==> src/sv/im2col_address_generator_defines.svh <==
// Assertion macros shared by the im2col address generator RTL.
`ifndef IM2COL_ADDRESS_GENERATOR_DEFINES_SVH
`define IM2COL_ADDRESS_GENERATOR_DEFINES_SVH

// Same-cycle implication, checked outside reset.
`define IAG_ASSERT_IMP(lbl, ante, cons, msg) \
	lbl: assert property (@(posedge clk) disable iff (!arst_n) (ante) |-> (cons)) \
		else $error(msg);

// Next-cycle implication, checked outside reset.
`define IAG_ASSERT_NXT(lbl, ante, cons, msg) \
	lbl: assert property (@(posedge clk) disable iff (!arst_n) (ante) |=> (cons)) \
		else $error(msg);

`endif

==> src/sv/iag_pkg.sv <==
// Shared types, widths and limits of the im2col address generator.
package iag_pkg;

	localparam int MAX_SIDE     = 1024;
	localparam int MAX_CHANNELS = 1024;
	localparam int MAX_KERNEL   = 15;

	// Divider: side numerator magnitude over stride.
	localparam int DIV_NUM_W = 11;
	localparam int DIV_DEN_W = 4;
	localparam int DIV_CNT_W = $clog2(DIV_NUM_W);

	// Shared multiplier operand and product widths.
	localparam int MUL_A_W = 22;
	localparam int MUL_B_W = 11;
	localparam int MUL_P_W = MUL_A_W + MUL_B_W;

	// Configuration register indexes.
	localparam logic [2:0] REG_CHANNELS = 3'd0;
	localparam logic [2:0] REG_HEIGHT   = 3'd1;
	localparam logic [2:0] REG_WIDTH    = 3'd2;
	localparam logic [2:0] REG_KERNEL   = 3'd3;
	localparam logic [2:0] REG_STRIDE   = 3'd4;
	localparam logic [2:0] REG_PAD      = 3'd5;

	typedef enum logic [3:0] {
		ST_IDLE,
		ST_DIV_H,
		ST_DIV_W,
		ST_ROW,
		ST_COL,
		ST_CHAN,
		ST_SUM,
		ST_ADDR,
		ST_EMIT
	} iag_state_t;

endpackage

==> src/sv/iag_div.sv <==
// Restoring divider, one quotient bit per cycle.
module iag_div
	import iag_pkg::*;
(
	input  logic                 clk,
	input  logic                 arst_n,
	input  logic                 start,
	input  logic [DIV_NUM_W-1:0] num,
	input  logic [DIV_DEN_W-1:0] den,
	output logic                 done,
	output logic [DIV_NUM_W-1:0] quo
);

	logic                 busy_q;
	logic                 done_q;
	logic [DIV_CNT_W-1:0] cnt_q;
	logic [DIV_DEN_W-1:0] rem_q;
	logic [DIV_DEN_W-1:0] den_q;
	logic [DIV_NUM_W-1:0] dvd_q;
	logic [DIV_DEN_W:0]   trial;
	logic                 fits;

	assign trial = {rem_q, dvd_q[DIV_NUM_W-1]};
	assign fits  = trial >= {1'b0, den_q};

	always_ff @(posedge clk or negedge arst_n) begin
		if (!arst_n) begin
			busy_q <= 1'b0;
			done_q <= 1'b0;
			cnt_q  <= '0;
		end else begin
			done_q <= 1'b0;
			if (start) begin
				busy_q <= 1'b1;
				cnt_q  <= '0;
			end else if (busy_q) begin
				cnt_q <= cnt_q + 1'b1;
				if (cnt_q == DIV_CNT_W'(DIV_NUM_W - 1)) begin
					busy_q <= 1'b0;
					done_q <= 1'b1;
				end
			end
		end
	end

	always_ff @(posedge clk) begin
		if (start) begin
			dvd_q <= num;
			den_q <= den;
			rem_q <= '0;
		end else if (busy_q) begin
			// shift in the next dividend bit, subtract when it fits
			rem_q <= fits ? DIV_DEN_W'(trial - {1'b0, den_q}) : trial[DIV_DEN_W-1:0];
			dvd_q <= {dvd_q[DIV_NUM_W-2:0], fits};
		end
	end

	assign done = done_q;
	assign quo  = dvd_q;

endmodule

==> src/sv/iag_mul.sv <==
// Shared registered multiplier used by the address sequencer.
module iag_mul
	import iag_pkg::*;
(
	input  logic               clk,
	input  logic [MUL_A_W-1:0] a,
	input  logic [MUL_B_W-1:0] b,
	output logic [MUL_P_W-1:0] p
);

	logic [MUL_P_W-1:0] p_q;

	always_ff @(posedge clk) begin
		p_q <= MUL_P_W'(a) * MUL_P_W'(b);
	end

	assign p = p_q;

endmodule

==> src/sv/im2col_address_generator.sv <==
// Top level of the im2col address generator: sequencer, counters and ports.
//
// Usage: program the six registers over the cfg_we/cfg_index/cfg_data port
// while the block is idle (channels, height, width, kernel, stride, padding).
// Each slave beat carries one bit, restart. A restart beat latches the output
// sides and produces the first column-matrix element; an advance beat
// produces the next one. A beat arriving after the final element, or a
// restart of an empty walk, produces no master beat.
// Sequence: an advance beat passes through ST_ROW, ST_COL, ST_CHAN, ST_SUM,
// ST_ADDR and ST_EMIT before the master register is loaded, and the next beat
// is accepted only once the sequencer is back in ST_IDLE. A restart beat first
// runs two divisions (height, then width side over stride) in ST_DIV_H and ST_DIV_W.
// s_tready is high only while the sequencer is idle, so one beat is in work
// at a time; the single shared multiplier, used four times per element,
// sets the length of the advance sequence.
// The master side is one output register: the sequencer loads it as soon as
// it is empty or being taken, so a stalled receiver holds the element and
// the next slave beat is still accepted and worked on meanwhile.
// Reset (arst_n low) restores the register defaults 1,1,1,1,1,0, clears all
// counters and marks the walk finished, so advances emit nothing until a restart.
`include "im2col_address_generator_defines.svh"

module im2col_address_generator
	import iag_pkg::*;
(
	input  logic        clk,
	input  logic        arst_n,
	// config write port
	input  logic        cfg_we,
	input  logic [2:0]  cfg_index,
	input  logic [10:0] cfg_data,
	// slave stream
	input  logic        s_tvalid,
	output logic        s_tready,
	input  logic [7:0]  s_tdata,   // [0] restart, [7:1] zero
	// master stream
	output logic        m_tvalid,
	input  logic        m_tready,
	output logic [71:0] m_tdata,   // [39:0] dest_index, [69:40] src_address, [71:70] zero
	output logic        m_tuser,   // [0] is_padding
	output logic        m_tlast
);

	// configuration registers
	logic [10:0] chan_q, height_q, width_q;
	logic [3:0]  ksize_q, step_q, margin_q;

	// walk state
	logic [3:0]  kcol_q, krow_q;
	logic [9:0]  chan_idx_q;
	logic [10:0] orow_q, ocol_q;
	logic [10:0] rows_tot_q, cols_tot_q;
	logic [39:0] elem_q;
	logic        finished_q;

	// per-element scratch
	logic signed [16:0] prow_q, pcol_q;
	logic [MUL_A_W-1:0] sum_q;

	// output register
	logic        m_tvalid_q;
	logic [71:0] m_tdata_q;
	logic        m_tuser_q;
	logic        m_tlast_q;

	iag_state_t state_q, state_d;

	logic                 s_accept;
	logic                 restart;
	logic [3:0]           stride;
	logic signed [12:0]   num_h, num_w;
	logic [DIV_NUM_W-1:0] mag_h, mag_w;
	logic                 div_start, div_done;
	logic [DIV_NUM_W-1:0] div_num, div_quo;
	logic [MUL_A_W-1:0]   mul_a;
	logic [MUL_B_W-1:0]   mul_b;
	logic [MUL_P_W-1:0]   mul_p;
	logic                 out_load;
	logic                 pad;
	logic                 emit_last;
	logic [29:0]          addr;
	logic [10:0]          cols_new;
	logic [3:0]           kcol_d, krow_d;
	logic [9:0]           chan_idx_d;
	logic [10:0]          orow_d, ocol_d;

	function automatic logic [10:0] side_total(input logic neg, input logic [10:0] q);
		logic [10:0] r;
		if (neg) begin
			// truncation toward zero: a small negative numerator still gives one
			r = (q == '0) ? 11'd1 : 11'd0;
		end else begin
			r = q + 11'd1;
		end
		return r;
	endfunction

	assign restart  = s_tdata[0];
	assign s_tready = (state_q == ST_IDLE);
	assign s_accept = s_tvalid && s_tready;
	assign stride   = (step_q == '0) ? 4'd1 : step_q;

	// side + 2*pad - kernel, signed
	assign num_h = $signed({2'b0, height_q}) + $signed({8'b0, margin_q, 1'b0})
		- $signed({9'b0, ksize_q});
	assign num_w = $signed({2'b0, width_q}) + $signed({8'b0, margin_q, 1'b0})
		- $signed({9'b0, ksize_q});
	assign mag_h = num_h[12] ? DIV_NUM_W'(-num_h) : num_h[DIV_NUM_W-1:0];
	assign mag_w = num_w[12] ? DIV_NUM_W'(-num_w) : num_w[DIV_NUM_W-1:0];
	assign cols_new = side_total(num_w[12], div_quo);

	iag_div u_div (
		.clk    (clk),
		.arst_n (arst_n),
		.start  (div_start),
		.num    (div_num),
		.den    (stride),
		.done   (div_done),
		.quo    (div_quo)
	);

	iag_mul u_mul (
		.clk (clk),
		.a   (mul_a),
		.b   (mul_b),
		.p   (mul_p)
	);

	// padding test and source address of the current element
	assign pad = prow_q[16] || pcol_q[16]
		|| (prow_q[15:0] >= {5'b0, height_q}) || (pcol_q[15:0] >= {5'b0, width_q});
	assign addr = 30'(pcol_q[9:0]) + mul_p[29:0];

	// next-state, operand selection and counter advance
	always_comb begin
		state_d    = state_q;
		div_start  = 1'b0;
		div_num    = mag_w;
		mul_a      = '0;
		mul_b      = '0;
		out_load   = 1'b0;
		emit_last  = 1'b0;
		kcol_d     = kcol_q;
		krow_d     = krow_q;
		chan_idx_d = chan_idx_q;
		orow_d     = orow_q;
		ocol_d     = ocol_q;

		// innermost output column first, channel outermost
		if ({1'b0, ocol_q} + 12'd1 >= {1'b0, cols_tot_q}) begin
			ocol_d = '0;
			if ({1'b0, orow_q} + 12'd1 >= {1'b0, rows_tot_q}) begin
				orow_d = '0;
				if ({1'b0, kcol_q} + 5'd1 >= {1'b0, ksize_q}) begin
					kcol_d = '0;
					if ({1'b0, krow_q} + 5'd1 >= {1'b0, ksize_q}) begin
						krow_d = '0;
						if ({1'b0, chan_idx_q} + 11'd1 >= chan_q) begin
							chan_idx_d = '0;
							emit_last  = 1'b1;
						end else begin
							chan_idx_d = chan_idx_q + 10'd1;
						end
					end else begin
						krow_d = krow_q + 4'd1;
					end
				end else begin
					kcol_d = kcol_q + 4'd1;
				end
			end else begin
				orow_d = orow_q + 11'd1;
			end
		end else begin
			ocol_d = ocol_q + 11'd1;
		end

		case (state_q)
			ST_IDLE: begin
				if (s_accept) begin
					if (restart) begin
						div_start = 1'b1;
						div_num   = mag_h;
						state_d   = ST_DIV_H;
					end else if (!finished_q) begin
						state_d = ST_ROW;
					end
				end
			end
			ST_DIV_H: begin
				if (div_done) begin
					div_start = 1'b1;
					state_d   = ST_DIV_W;
				end
			end
			ST_DIV_W: begin
				if (div_done) begin
					if ((rows_tot_q == '0) || (cols_new == '0) || (chan_q == '0)
						|| (ksize_q == '0)) begin
						state_d = ST_IDLE;
					end else begin
						state_d = ST_ROW;
					end
				end
			end
			ST_ROW: begin
				// raw stride: a zero stride keeps the window in place
				mul_a   = MUL_A_W'(orow_q);
				mul_b   = MUL_B_W'(step_q);
				state_d = ST_COL;
			end
			ST_COL: begin
				mul_a   = MUL_A_W'(ocol_q);
				mul_b   = MUL_B_W'(step_q);
				state_d = ST_CHAN;
			end
			ST_CHAN: begin
				mul_a   = MUL_A_W'(chan_idx_q);
				mul_b   = height_q;
				state_d = ST_SUM;
			end
			ST_SUM: begin
				state_d = ST_ADDR;
			end
			ST_ADDR: begin
				mul_a   = sum_q;
				mul_b   = width_q;
				state_d = ST_EMIT;
			end
			ST_EMIT: begin
				// hold the operands so the product stays while the output is full
				mul_a = sum_q;
				mul_b = width_q;
				if (!m_tvalid_q || m_tready) begin
					out_load = 1'b1;
					state_d  = ST_IDLE;
				end
			end
			default: begin
				state_d = ST_IDLE;
			end
		endcase
	end

	always_ff @(posedge clk or negedge arst_n) begin
		if (!arst_n) begin
			state_q <= ST_IDLE;
		end else begin
			state_q <= state_d;
		end
	end

	// configuration registers: channels, height and width saturated on write, the rest take the low four bits
	always_ff @(posedge clk or negedge arst_n) begin
		if (!arst_n) begin
			chan_q   <= 11'd1;
			height_q <= 11'd1;
			width_q  <= 11'd1;
			ksize_q  <= 4'd1;
			step_q   <= 4'd1;
			margin_q <= 4'd0;
		end else if (cfg_we) begin
			case (cfg_index)
				REG_CHANNELS: chan_q <= (cfg_data > 11'(MAX_CHANNELS)) ?
					11'(MAX_CHANNELS) : cfg_data;
				REG_HEIGHT:   height_q <= (cfg_data > 11'(MAX_SIDE)) ?
					11'(MAX_SIDE) : cfg_data;
				REG_WIDTH:    width_q <= (cfg_data > 11'(MAX_SIDE)) ?
					11'(MAX_SIDE) : cfg_data;
				REG_KERNEL:   ksize_q <= (cfg_data[3:0] > 4'(MAX_KERNEL)) ?
					4'(MAX_KERNEL) : cfg_data[3:0];
				REG_STRIDE:   step_q <= (cfg_data[3:0] > 4'(MAX_KERNEL)) ?
					4'(MAX_KERNEL) : cfg_data[3:0];
				REG_PAD:      margin_q <= cfg_data[3:0];
				default: ;
			endcase
		end
	end

	// walk counters and output sides
	always_ff @(posedge clk or negedge arst_n) begin
		if (!arst_n) begin
			kcol_q     <= '0;
			krow_q     <= '0;
			chan_idx_q <= '0;
			orow_q     <= '0;
			ocol_q     <= '0;
			rows_tot_q <= '0;
			cols_tot_q <= '0;
			elem_q     <= '0;
			finished_q <= 1'b1;
		end else begin
			if (state_q == ST_IDLE && s_accept && restart) begin
				kcol_q     <= '0;
				krow_q     <= '0;
				chan_idx_q <= '0;
				orow_q     <= '0;
				ocol_q     <= '0;
				elem_q     <= '0;
			end
			if (state_q == ST_DIV_H && div_done) begin
				rows_tot_q <= side_total(num_h[12], div_quo);
			end
			if (state_q == ST_DIV_W && div_done) begin
				cols_tot_q <= cols_new;
				finished_q <= (rows_tot_q == '0) || (cols_new == '0) || (chan_q == '0)
					|| (ksize_q == '0);
			end
			if (out_load) begin
				kcol_q     <= kcol_d;
				krow_q     <= krow_d;
				chan_idx_q <= chan_idx_d;
				orow_q     <= orow_d;
				ocol_q     <= ocol_d;
				elem_q     <= elem_q + 40'd1;
				finished_q <= emit_last;
			end
		end
	end

	// element scratch: pixel row and column, then the row-plus-plane sum
	always_ff @(posedge clk) begin
		if (state_q == ST_COL) begin
			prow_q <= $signed({13'b0, krow_q}) + $signed({2'b0, mul_p[14:0]})
				- $signed({13'b0, margin_q});
		end
		if (state_q == ST_CHAN) begin
			pcol_q <= $signed({13'b0, kcol_q}) + $signed({2'b0, mul_p[14:0]})
				- $signed({13'b0, margin_q});
		end
		if (state_q == ST_SUM) begin
			sum_q <= MUL_A_W'(mul_p[20:0]) + MUL_A_W'(prow_q[9:0]);
		end
	end

	// master output register
	always_ff @(posedge clk or negedge arst_n) begin
		if (!arst_n) begin
			m_tvalid_q <= 1'b0;
		end else if (out_load) begin
			m_tvalid_q <= 1'b1;
		end else if (m_tready) begin
			m_tvalid_q <= 1'b0;
		end
	end

	always_ff @(posedge clk) begin
		if (out_load) begin
			m_tdata_q <= {2'b0, (pad ? 30'd0 : addr), elem_q};
			m_tuser_q <= pad;
			m_tlast_q <= emit_last;
		end
	end

	assign m_tvalid = m_tvalid_q;
	assign m_tdata  = m_tdata_q;
	assign m_tuser  = m_tuser_q;
	assign m_tlast  = m_tlast_q;

	`IAG_ASSERT_IMP(a_div_in_div_state, div_done, (state_q == ST_DIV_H) || (state_q == ST_DIV_W), "divider done outside a division state")
	`IAG_ASSERT_IMP(a_pad_zero_addr, m_tvalid && m_tuser, m_tdata[69:40] == 30'd0, "padded beat carries a nonzero source address")
	`IAG_ASSERT_NXT(a_last_finishes, out_load && emit_last, finished_q, "walk not finished after its last element")
	`IAG_ASSERT_IMP(a_no_walk_when_done, state_q == ST_ROW, !finished_q, "element computed for a finished walk")

endmodule
==> config.mk <==
export PLATFORM = sky130hd
export DESIGN_NAME = im2col_address_generator
export DESIGN_NICKNAME = d
export VERILOG_FILES = /design/src/sv/iag_pkg.sv /design/src/sv/iag_div.sv /design/src/sv/iag_mul.sv /design/src/sv/im2col_address_generator.sv
export VERILOG_INCLUDE_DIRS = /design/src /design/src/sv
export SDC_FILE = /design/constraint.sdc
export NUM_CORES = 1
export LEC_CHECK = 0
export ABC_CLOCK_PERIOD_IN_PS = 8400
export BUFFER_PORTS_ARGS = -buffer_cell sky130_fd_sc_hd__buf_2
export CAP_MARGIN = 20
export CORE_ASPECT_RATIO = 0.75
export CORE_MARGIN = 10
export CORE_UTILIZATION = 35
export CTS_CLUSTER_DIAMETER = 150
export DETAILED_ROUTE_END_ITERATION = 6
export PLACE_DENSITY = 0.59
export SYNTH_ARGS = -nofsm -noshare
export SYNTH_HDL_FRONTEND = slang
export SYNTH_SLANG_ARGS = --single-unit
==> constraint.sdc <==
create_clock -name clk -period 8.4 [get_ports clk]
set_clock_uncertainty 0.2 [all_clocks]
set_input_delay 0.84 -clock clk [delete_from_list [all_inputs] [get_ports clk]]
set_output_delay 0.84 -clock clk [all_outputs]
set_load 0.01 [all_outputs]
==> results of run 1 <==
==> power groups by stage <==
stage / clock network (mW) / registers, mW / logic, mW
2_1_floorplan: 0 / 2.33 / 2.35
3_3_place_gp: 0 / 2.48 / 3.17
3_5_place_dp: 0 / 2.48 / 3.19
4_1_cts: 1.87 / 2.46 / 3.22
5_1_grt: 1.94 / 2.50 / 3.63
6_report: 1.83 / 2.47 / 3.25
==> final timing paths <==
check / startpoint / endpoint / slack (ns) / depth (start not counted)
setup / recovery: state_q[0]$_DFFE_PN0P_ / u_mul.p[29]$_DFF_P_ / 0.50 / 27
hold / removal: arst_n / krow_q[2]$_DFFE_PN0P_ / 0.18 / 1
setup reg to reg: state_q[0]$_DFFE_PN0P_ / u_mul.p[29]$_DFF_P_ / 0.50 / 27
hold reg to reg: u_div.rem_q[3]$_SDFFE_PP0P_ / u_div.rem_q[3]$_SDFFE_PP0P_ / 0.27 / 2
max in group asynchronous: arst_n / ocol_q[8]$_DFFE_PN0P_ / 6.35 / 2
min in group clk: u_div.rem_q[3]$_SDFFE_PP0P_ / u_div.rem_q[3]$_SDFFE_PP0P_ / 0.27 / 2
==> flip-flops by register name, indices dropped and copies added, names as in the netlist, 17 cells and up <==
signal	count
u_mul.p	30
sum_q	22
pcol_q	17
m_tdata	70
elem_q	40
prow_q	17
==> Yosys cell counts (29+ instances only) <==
| library cell | instances | share of area [%] |
|---|---|---|
| clkbuf_1 | 91 | 1.3 |
| nand2b_1 | 38 | 0.90 |
| o21ai_0 | 123 | 2.3 |
| a21o_1 | 44 | 1.3 |
| inv_1 | 364 | 5.2 |
| and3_1 | 31 | 0.74 |
| nand3_1 | 91 | 1.7 |
| dfrtp_1 | 153 | 15 |
| edfxtp_1 | 143 | 16 |
| o31ai_1 | 33 | 0.94 |
| ha_1 | 207 | 9.9 |
| nand2_1 | 362 | 5.2 |
| dfxtp_1 | 34 | 2.6 |
| nor3_1 | 29 | 0.55 |
| xor2_1 | 61 | 2.0 |
| fa_1 | 196 | 15 |
| nor2_1 | 215 | 3.1 |
| a21oi_1 | 94 | 1.8 |
| xnor2_1 | 114 | 3.8 |
==> metal layers <==
metal	up-vias	wire length [um]	track usage (%)	part of all wire, %
met2	598	28000	22.7	39
li1	9447	-	-	-
met4	2	1040	3.12	1.5
met3	65	6290	4.36	8.8
met1	9554	36100	25.3	50
met5	-	85	0.747	0.12
==> cell families after synthesis <==
| kind of cell | after synthesis | synth area share, % |
|---|---|---|
| compound gates | 453 | 11.1 |
| flops | 336 | 34.1 |
| xor+xnor | 175 | 5.83 |
| mux | 31 | 1.26 |
| other cells | 1 | 0.0143 |
| simple gates | 911 | 16.2 |
| fa+ha+maj | 403 | 24.8 |
| buf+inv | 468 | 6.80 |
==> cell type report <==
class                           count  share of cell area [%]
Timing Repair Buffer              136                    2.71
Tap cell                          968                    4.13
Clock buffer                       58                    3.96
Multi-Input combinational cell   1975                    53.1
Inverter                          365                    4.68
Sequential cell                   336                    30.6
Clock inverter                     18                   0.790
==> reports/metrics.yaml, run 1 <==
ant_nets: 0
pin_count: 103
yosys_register_bits: 336
final_common_cell: "inv_1"
drc: 0
nets: 3285
rows: 86
setup_slack_ns: 0.498
grt-ovfl-total: 0
relSlewSlack_pct: 25.8
fin_util_pct: 39.6
grt_start_max_net_pins: 96
seqCellArea_um2: 8960
cts.sinks: 336
antenna_found_initial: 1
multi_input_area_um2: 15600
hp-class: "input port to asynchronous set/reset pin"
yosysSeqAreaShare_pct: 34.1
combPwrFrac_pct: 43.0
cts_tree: "done"
dp_hpwl_mm: 55.8
intPower_mw: 4.43
hold_ws_ns: 0.182
p_sw_share_pct: 41.4
setup-tns-final_ns: 0
worst-setup-path-type: "flip-flop to flip-flop"
post_cts_buffers: 0
place_congestion: 0.894
dp_slack_ns: 0.700
area_growth_pct: 11.5
drt-initial-drc-count: 1790
synth_edf_count: 143
critPathTopFamily: "adder cells"
drt-pass1-iter-count: 6
cts_buffers: 41
p_sw_mw: 3.12
async_flop_share_pct: 47.3
portBuffers: 93
finalHoldViolCount: 0
cp_slowest_cell: "or4b_4"
placed_cells: 3780
cp_max_fo: 20
root_buffer: "clkbuf_16"
worstMarginPinSlew_ns: 1.11
finalInstanceArea_um2: 29300
grt_pass1_wl_mm: 113
route.vias.total: 19700
powerDensity_nw_per_um2: 258
crit_buf_inv: 7
start_util_pct: 35.6
final_cell_mix: "inv_1, nand2_1, nor2_1, ha_1, fa_1"
fmax_mhz: 127
max-cap-violations: 0
diodes: 0
hold_buffers: 0
slew_violations: 0
die_h_um: 257
synth_area_um2: 26300
required_ns: 8.64
fin_crit_sh_pct: 94.1
post_dp_cell_area_um2: 27900
synth_top_flop_cell: "dfrtp_1"
yosysWarnings: 0
die-area_um2: 86600
peakVddDrop_uv: 199
syn_inst: 2778
core_area_um2: 73900
insertion_delay_ns: 0.58
gr-usage-all-layers_pct: 16.5
layout-drive-gt1-share_pct: 8.69
outcome: "finished, final reports clean"
rsz0062_at_grt: "no"
clkTransAtPathRegs_ns: 0.06
wl_per_cell_um: 18.5
start_kind: "flip-flop"
cts_resized: 0
worstPathArrival_ns: 8.14
drt-total-wl_mm: 71.5
slowest_delay_ns: 0.63
p_total_mw: 7.55
dieWidth_um: 336
min_period_ns: 7.90
p_leak_nw: 13.1
first_global_vias: 19300
htreeDepth: 2
pwr-share-seq_pct: 32.7
n_fill_cell: 7237
pwr-share-clk_pct: 24.3
end_kind: "flip-flop"
setup_violations: 0
synth.distinct_cells: 77
syn_area_per_cell_um2: 9.46
fin_cells: 3856
vias_per_cell: 5.10
clockBufferDepth: 3
Power figures use the tool's default switching activity.
==> run 2, diff against run 1 <==
--- a/config.mk
+++ b/config.mk
@@ -11,10 +11,10 @@
 export CAP_MARGIN = 20
 export CORE_ASPECT_RATIO = 0.75
 export CORE_MARGIN = 10
-export CORE_UTILIZATION = 35
+export CORE_UTILIZATION = 30
 export CTS_CLUSTER_DIAMETER = 150
 export DETAILED_ROUTE_END_ITERATION = 6
-export PLACE_DENSITY = 0.59
+export PLACE_DENSITY = 0.54
 export SYNTH_ARGS = -nofsm -noshare
 export SYNTH_HDL_FRONTEND = slang
 export SYNTH_SLANG_ARGS = --single-unit
==> run 2 against run 1 <==
Wire length increased by 2.5%. Total power increased by 0.76%. Clock power increased by 3%. First-iteration DRC count decreased by 14%. Flip-flop and latch count unchanged. Cell count increased by 4.5%. Design area increased by 0.82%. Highest routed layer is now met4. Via count decreased by 0.43%. Largest cell class unchanged.
==> reports/metrics.yaml, run 2 (synthesis gave the netlist of run 1 again) <==
layout-drive-gt1-share_pct: 8.69
worstMarginPinSlew_ns: 1.06
critPathTopFamily: "adder cells"
worstPathArrival_ns: 8.30
grt-ovfl-total: 0
rsz0062_at_grt: "no"
r2r_start: "state_q[2]$_DFFE_PN0P_"
post_cts_buffers: 0
drt-total-wl_mm: 73.3
worst-setup-path-type: "flip-flop to flip-flop"
drt-pass1-iter-count: 5
worstSetupPathDepth: 24
gr-usage-all-layers_pct: 14.6
setup-tns-final_ns: 0
cts_buffers: 42
hp-class: "flip-flop to flip-flop"
relSlewSlack_pct: 29.1
slowest_delay_ns: 0.61
peakVddDrop_uv: 162
cts.sinks: 336
rows: 93
r2r.worst_path.cells: 24
final_cell_mix: "inv_1, nand2_1, nor2_1, ha_1, fa_1"
clockBufferDepth: 3
p_leak_nw: 13.1
htreeDepth: 2
drt-initial-drc-count: 1531
area_growth_pct: 12.4
crit_end: "u_mul.p[29]$_DFF_P_"
root_buffer: "clkbuf_16"
cpMostUsedCell: "fa_1"
grt_start_max_net_pins: 63
insertion_delay_ns: 0.59
final_common_cell: "inv_1"
r2r_slack_ns: 0.42
core_area_um2: 86300
fmax_mhz: 125
largest_reg_flops: 70
finalHoldViolCount: 0
path_cells: "nand2b_1 -> nor2_4 -> a22oi_1 -> nand2_1 -> buf_4 -> nand2_1 -> fa_1 -> fa_1 -> inv_1 -> fa_1 -> fa_1 -> inv_1 -> fa_1 -> inv_1 -> ha_1 -> a21oi_1 -> o21ai_0 -> a22o_1 -> a2111oi_0 -> o31ai_1 -> a311oi_1 -> nor2_1 -> nor2_1 -> xnor2_1"
first_global_vias: 19300
end_kind: "flip-flop"
fin_util_pct: 34.2
p_total_mw: 7.61
clkTransAtPathRegs_ns: 0.06
dp_hpwl_mm: 58.0
required_ns: 8.72
start_kind: "flip-flop"
wl_per_cell_um: 18.2
reg2reg_to: "u_mul.p[29]$_DFF_P_"
dieWidth_um: 362
die-area_um2: 100000
setup_slack_ns: 0.415
route.vias.total: 19600
grt_pass1_wl_mm: 116
portBuffers: 93
antenna_found_initial: 1
pin_count: 103
nets: 3284
powerDensity_nw_per_um2: 257
drc: 0
place_congestion: 0.892
min_period_ns: 7.98
die_h_um: 276
hold_ws_ns: 0.277
start_util_pct: 30.5
max-cap-violations: 0
dp_slack_ns: 0.464
slew_violations: 0
cp_max_fo: 21
ant_nets: 0
vias_per_cell: 4.86
cp-startpoint: "state_q[2]$_DFFE_PN0P_"
cp_slowest_cell: "a2111oi_0"
fin_crit_sh_pct: 95.1
cts_tree: "done"
crit_buf_inv: 4
setup_violations: 0
outcome: "finished, final reports clean"
==> run 2: worst register-to-register path: stages, from the launching register on <==
cell and delay (ns):
dfrtp_1 0.52, nand2b_1 0.37, nor2_4 0.60, a22oi_1 0.25, nand2_1 0.40, buf_4 0.28
nand2_1 0.09, fa_1 0.46, fa_1 0.51, inv_1 0.05, fa_1 0.49, fa_1 0.56
inv_1 0.06, fa_1 0.54, inv_1 0.06, ha_1 0.33, a21oi_1 0.14, o21ai_0 0.14
a22o_1 0.30, a2111oi_0 0.61, o31ai_1 0.29, a311oi_1 0.34, nor2_1 0.07, nor2_1 0.12
xnor2_1 0.13
==> run 2: how the worst min path moves through the flow <==
stage          slack (ns)                           to  cells past startpoint                   startpoint
3_3_place_gp         0.26  u_div.rem_q[3]$_SDFFE_PP0P_                      2  u_div.rem_q[3]$_SDFFE_PP0P_
6_report             0.28  u_div.rem_q[3]$_SDFFE_PP0P_                      2  u_div.rem_q[3]$_SDFFE_PP0P_
2_1_floorplan        0.24       elem_q[39]$_DFFE_PN0P_                      1       elem_q[39]$_DFFE_PN0P_
4_1_cts              0.27  u_div.rem_q[3]$_SDFFE_PP0P_                      2  u_div.rem_q[3]$_SDFFE_PP0P_
3_5_place_dp         0.26  u_div.rem_q[3]$_SDFFE_PP0P_                      2  u_div.rem_q[3]$_SDFFE_PP0P_
5_1_grt              0.30    cols_tot_q[9]$_DFFE_PN0P_                      2    cols_tot_q[9]$_DFFE_PN0P_
==> run 2: cell type report <==
cell class                 instances  area, um^2
antenna                            1        2.50
clock buffer                      53        1120
clock inverter                    25         303
fill                            8886       56800
inverter                         365        1370
multi-input combinational       1976       15600
sequential                       336        8960
tap                             1140        1430
timing repair buffer             133         774
==> run 2: report_power, final <==
group	switching [mW]	internal [mW]	leakage, nW
logic	2.04	1.22	8.64
registers	0.329	2.13	3.79
clock network	0.767	1.11	0.698
==> run 2: timing repair <==
item,CTS,global route
hold buffers,1,0
hold endpoints to repair,17,0
gates resized for setup,0,1
endpoints found under the setup margin,0,2
==> run 2: through the flow <==
step	instances	cell area, um^2
2_1_floorplan	2779	26300
3_3_place_gp	3948	28100
3_5_place_dp	3948	28100
4_1_cts	4027	29500
5_1_grt	4028	29500
6_report	4029	29600
==> run 2: layer usage <==
layer / GRT usage (%) / vias up / part of all wire (%) / wire length, um
met2: 20.3 / 501 / 40 / 29300
met1: 22.8 / 9549 / 51 / 37700
met4: 2.84 / 0 / 1.6 / 1190
li1: - / 9458 / - / -
met3: 2.86 / 74 / 6.9 / 5050
met5: 0 / - / 0 / 0
